--- src/hdl/sdsr_ram.sv ---
module sdsr_ram #(
	parameter int unsigned WIDTH = 8,
	parameter int unsigned DEPTH = 512
) (
	input  logic                     clk,
	input  logic                     we,
	input  logic [$clog2(DEPTH)-1:0] waddr,
	input  logic [WIDTH-1:0]         wdata,
	input  logic                     re,
	input  logic [$clog2(DEPTH)-1:0] raddr,
	output logic [WIDTH-1:0]         rdata
);
	logic [WIDTH-1:0] mem [DEPTH];

	always_ff @(posedge clk) begin
		if (we) begin
			mem[waddr] <= wdata;
		end
		if (re) begin
			rdata <= mem[raddr];
		end
	end
endmodule

--- config.mk ---
export PLATFORM = sky130hd
export DESIGN_NAME = sdsr_ram
export DESIGN_NICKNAME = d
export VERILOG_FILES = /design/src/hdl/sdsr_ram.sv
export SDC_FILE = /design/constraint.sdc
export NUM_CORES = 2
export LEC_CHECK = 0
export BUFFER_PORTS_ARGS = -buffer_cell sky130_fd_sc_hd__buf_2
export CORE_ASPECT_RATIO = 0.9
export CORE_MARGIN = 1.5
export CORE_UTILIZATION = 50
export DETAILED_ROUTE_END_ITERATION = 7
export PLACE_DENSITY = 0.62
export SYNTH_ARGS = -nofsm -noshare
export SYNTH_HDL_FRONTEND = slang
export SYNTH_SLANG_ARGS = --single-unit
--- constraint.sdc ---
create_clock -name clk -period 5.95 [get_ports clk]
set_clock_uncertainty 0.1 [all_clocks]
set_input_delay 0.595 -clock clk [delete_from_list [all_inputs] [get_ports clk]]
set_output_delay 0.595 -clock clk [all_outputs]
set_load 0.01 [all_outputs]
### Yosys cells after proc, flatten, opt, wreduce, memory -nomap -nowiden

Memory sizes are Yosys's and may differ from the RTL's. A register that Yosys moved wholly into a read port is not among the register bits.
Index checks and enable logic that the tools add are counted.

| storage, ports and cells | value |
|---|---|
| register bits after elaboration | 0 |
| output and inout bits | 8 |
| memories | 1 |
| input bits | 29 |
| RAM bits | 4,096 |
| word-level logic and storage cells | 3 |

Memory list:

| memory | depth | bits a word | rd ports | clocked after Yosys merged registers in | write ports | RTL line | text |
|---|---|---|---|---|---|---|---|
| mem | 512 | 8 | 1 | 1 | 1 | 13 | `logic [WIDTH-1:0] mem [DEPTH];` |

| cells by class | value |
|---|---|
| multiplexer cells | 2 |

Operators with widths:

| cell | number |
|---|---|
| $mux W1 | 2 |

### Longest topological paths before layout

| depth | value |
|---|---|
| word-level depth | 2 |
| depth in mapped cells | 12 |
| depth with buffers taken out | 7 |

### Worst setup path after synthesis

OpenSTA, ideal clock, no wires.

| path | value |
|---|---|
| path type | input-to-reg |
| start | in raddr[0] |
| end | reg rdata[0], read port of mem (data pin) |
| buffers on the path | 4 |
| stages on the path | 10 |
| arrival | 2,449 ps |
| path slack | 3,144 ps |
| data required time | 5,593 ps |
| setup time | 257 ps |
| cell sequence | buf_4 buf_12 buf_12 buf_2 mux4_2 o21ai_0 nand3_1 nand4_1 o21ai_0 o2111a_1 |

RTL lines:

| what | RTL line | text |
|---|---|---|
| from (decl) | 10 | `input logic [$clog2(DEPTH)-1:0] raddr,` |
| to (decl) | 11 | `output logic [WIDTH-1:0] rdata` |

==> metrics.md <==
| Metric | Value |
|---|---|
| CP startpoint kind | input port |
| Starting density of the core | between 50% and 60% |
| Vias in the first global route | roughly 80000 |
| Critical path class | in2reg |
| Mapped cell area | between 0.15 and 0.2 mm2 |
| Gpl congestion | approximately 0.9 |
| RSZ-0062 raised after global routing | false |
| CTS tree | done |
| Power Dens Cells | between 300 and 400 mW/mm2 |
| Area added between synthesis and finish | 11.2% |
| Global route total overflow | 0 |
| Worst min-delay path class | in2reg |
| Post-DR vias/cell | between 6 and 7 |
| WL/cell | between 30 and 40 um |
| DRT iter0 DRCs | between 10000 and 15000 |
| Final Cycle Share | around two thirds |
| Chip Height | around 540 um |
| CTS buffer count | 401 |
| Drt drc | 0 |
| Top Ports | 37 |
| Worst EP required | 6.67 ns |
| Fmax | ~250 MHz |
| Core area | 0.318 mm2 |
| Cell count after synthesis | 8030 |
| Routed vias | roughly 82000 |
| Max_slew headroom | about 6.8% |
| ANT nets after route | 0 |
| Root Buffer | clkbuf_16 |
| Dpl cells | 12000 |
| Post-synth EDFFs | around 4100 |
| Final Max Tran Viols | 0 |
| Syn_area_per_cell | 19.9 um2 |
| Drt first pass iters | 6 |
| Yosys warning count | 0 |
| Share of layout cells above drive strength 1 | 17.6% |
| Largest net degree at the start of global routing | ~200 |
| Die span in x | between 500 and 600 um |
| Dominant cell type by area after synthesis | edfxtp_1 |
| Layout Nets | approximately 8000 |
| Most used DFF post-synth | edfxtp_1 |
| Later-pin clock latency in the skew report | 0.98 ns |
| Die area | roughly 0.32 mm2 |
| Run status | completed |
| CTS sink count | between 4000 and 5000 |
| Fraction of the yosys area taken by sequential cells | 77.0% |
| Slew @ Worst Pin | approximately 1.4 ns |
| Post-Layout Cell Count | approximately 13000 |
| Setup-failing EPs final | 0 |
| Net count after synthesis | slightly above 8000 |
| Clock Pin Slew Worst Setup and Hold Paths | roughly 0.060 ns |
| First-pass GRT wire length | 597000 um |
| Clock H-tree levels | 5 |
| HPWL after DPL | ~250000 um |
| MaxCap Viol Count | 0 |
| Row count | slightly below 200 |
| I/O Buffers | 36 |
| Initial antenna violation count | 26 |
| Setup TNS Final | 0 ns |
| Detailed Route WL | 418000 um |
| Dominant cells by area after synthesis | edfxtp_1 (77%), mux4_2 (9.2%), mux2i_1 (5.0%) |
| Leakage | ~56 nW |
| Worst hold slack | 0.0518 ns |
| Clock Path Buffers | 4 |
| Synth top area share | 77.0% |
| Final hold viol count | 0 |
| Number of synthesized register bits | about 4000 |
| FFs w/ async S/R, synth | 0% |
| Total Routing Usage GR | 25.6% |
| CP Max Fanout | between 100 and 150 |
| Yosys cell types | 50 |
| Critical path capture point type | flop |
| Fin crit period | between 4 and 5 ns |
| Crit path DAT | ~4.8 ns |
| Peak supply drop | ~290 uV |
==> timing repair <==
action,CTS,global route
setup buffers,0,0
hold buffers,3,0
resized for setup,0,0
hold endpoints to repair,69,0
==> synthesized netlist by cell type, drive strengths merged, types with 13 or more instances <==
library cell,n
clkbuf,265
nand4,32
nand2,111
mux4,654
a211oi,17
nor4,36
a22oi,61
and2,20
o31ai,13
nor3,109
nand3,36
o221ai,372
edfxtp,4104
o21ai,119
mux2i,797
a21oi,194
nor2,597
o22ai,163
buf,248
==> placed cells by master, fill, tap and decap left out, drive strengths merged, types with 10 or more instances in the layout <==
master and count:
a211oi 17, a21oi 194, a22oi 61, and2 20, buf 224, bufinv 35, clkbuf 485, clkinv 199
clkinvlp 12, diode 10, edfxtp 4104, inv 11, mux2i 797, mux4 654, nand2 111, nand3 36
nand4 32, nor2 597, nor3 109, nor4 36, o21ai 119, o221ai 372, o22ai 163, o31ai 13
==> cell families after synthesis <==
kind of cell / synth area share [%]
and+or+nand+nor: 2.63
AOI/OAI and AO/OA: 4.31
buffers and inverters: 1.85
muxes: 14.2
DFF: 77.0
==> worst paths after layout <==
kind	start	end	slack, ns	depth (start not counted)
max	raddr[1]	rdata[3]	1.89	9
min	wdata[6]	mem[509][6]	0.05	1
max reg2reg	mem[439][7]	rdata[7]	2.48	7
min reg2reg	mem[155][5]	rdata[5]	1.23	5
==> metal layers <==
metal	vias up	GRT usage [%]	share of wire (%)
met4	4	7.32	3.0
li1	33800	-	-
met1	43600	39.0	42
met5	-	0	0.0065
met3	638	4.26	9.0
met2	4063	38.4	46
==> metrics by stage <==
step           instance area (um2)  setup WS [ns]  total power [mW]  utilization (%)
2_1_floorplan               160000           3.14              34.0                -
3_3_place_gp                165000          0.842              35.3             52.0
3_5_place_dp                165000          0.915              35.4             52.0
4_1_cts                     178000           1.95              60.0             56.0
5_1_grt                     178000           1.91              61.3             56.0
6_report                    178000           1.89              59.8             56.0
==> power breakdown <==
group	total [mW]	switching, mW	internal [mW]
combinational	2.88	1.98	0.898
sequential	31.9	0.0237	31.9
clock	25.0	11.0	14.1
==> cell type report <==
| type | count | area (um2) |
|---|---|---|
| Antenna cell | 10 | 25.0 |
| Multi-Input combinational cell | 3410 | 34000 |
| Clock inverter | 254 | 2450 |
| Inverter | 3 | 18.8 |
| Fill cell | 23700 | 140000 |
| Clock buffer | 483 | 10400 |
| Timing Repair Buffer | 229 | 2420 |
| Tap cell | 4257 | 5330 |
| Sequential cell | 4104 | 123000 |
==> worst max-delay path: stages <==
cell and delay, ns:
buf_8 0.34, nand2b_4 0.49, buf_12 0.37, o221ai_1 0.54, o22ai_1 0.15, o21ai_0 0.54
nand4_1 0.61, nand2_1 0.49, o2111a_1 0.25
==> flip-flops by register name (all words and copies together), names as in the netlist <==
| name | count |
|---|---|
| rdata | 8 |
| mem | 4096 |
No activity file was read; power rests on OpenSTA's default activity.
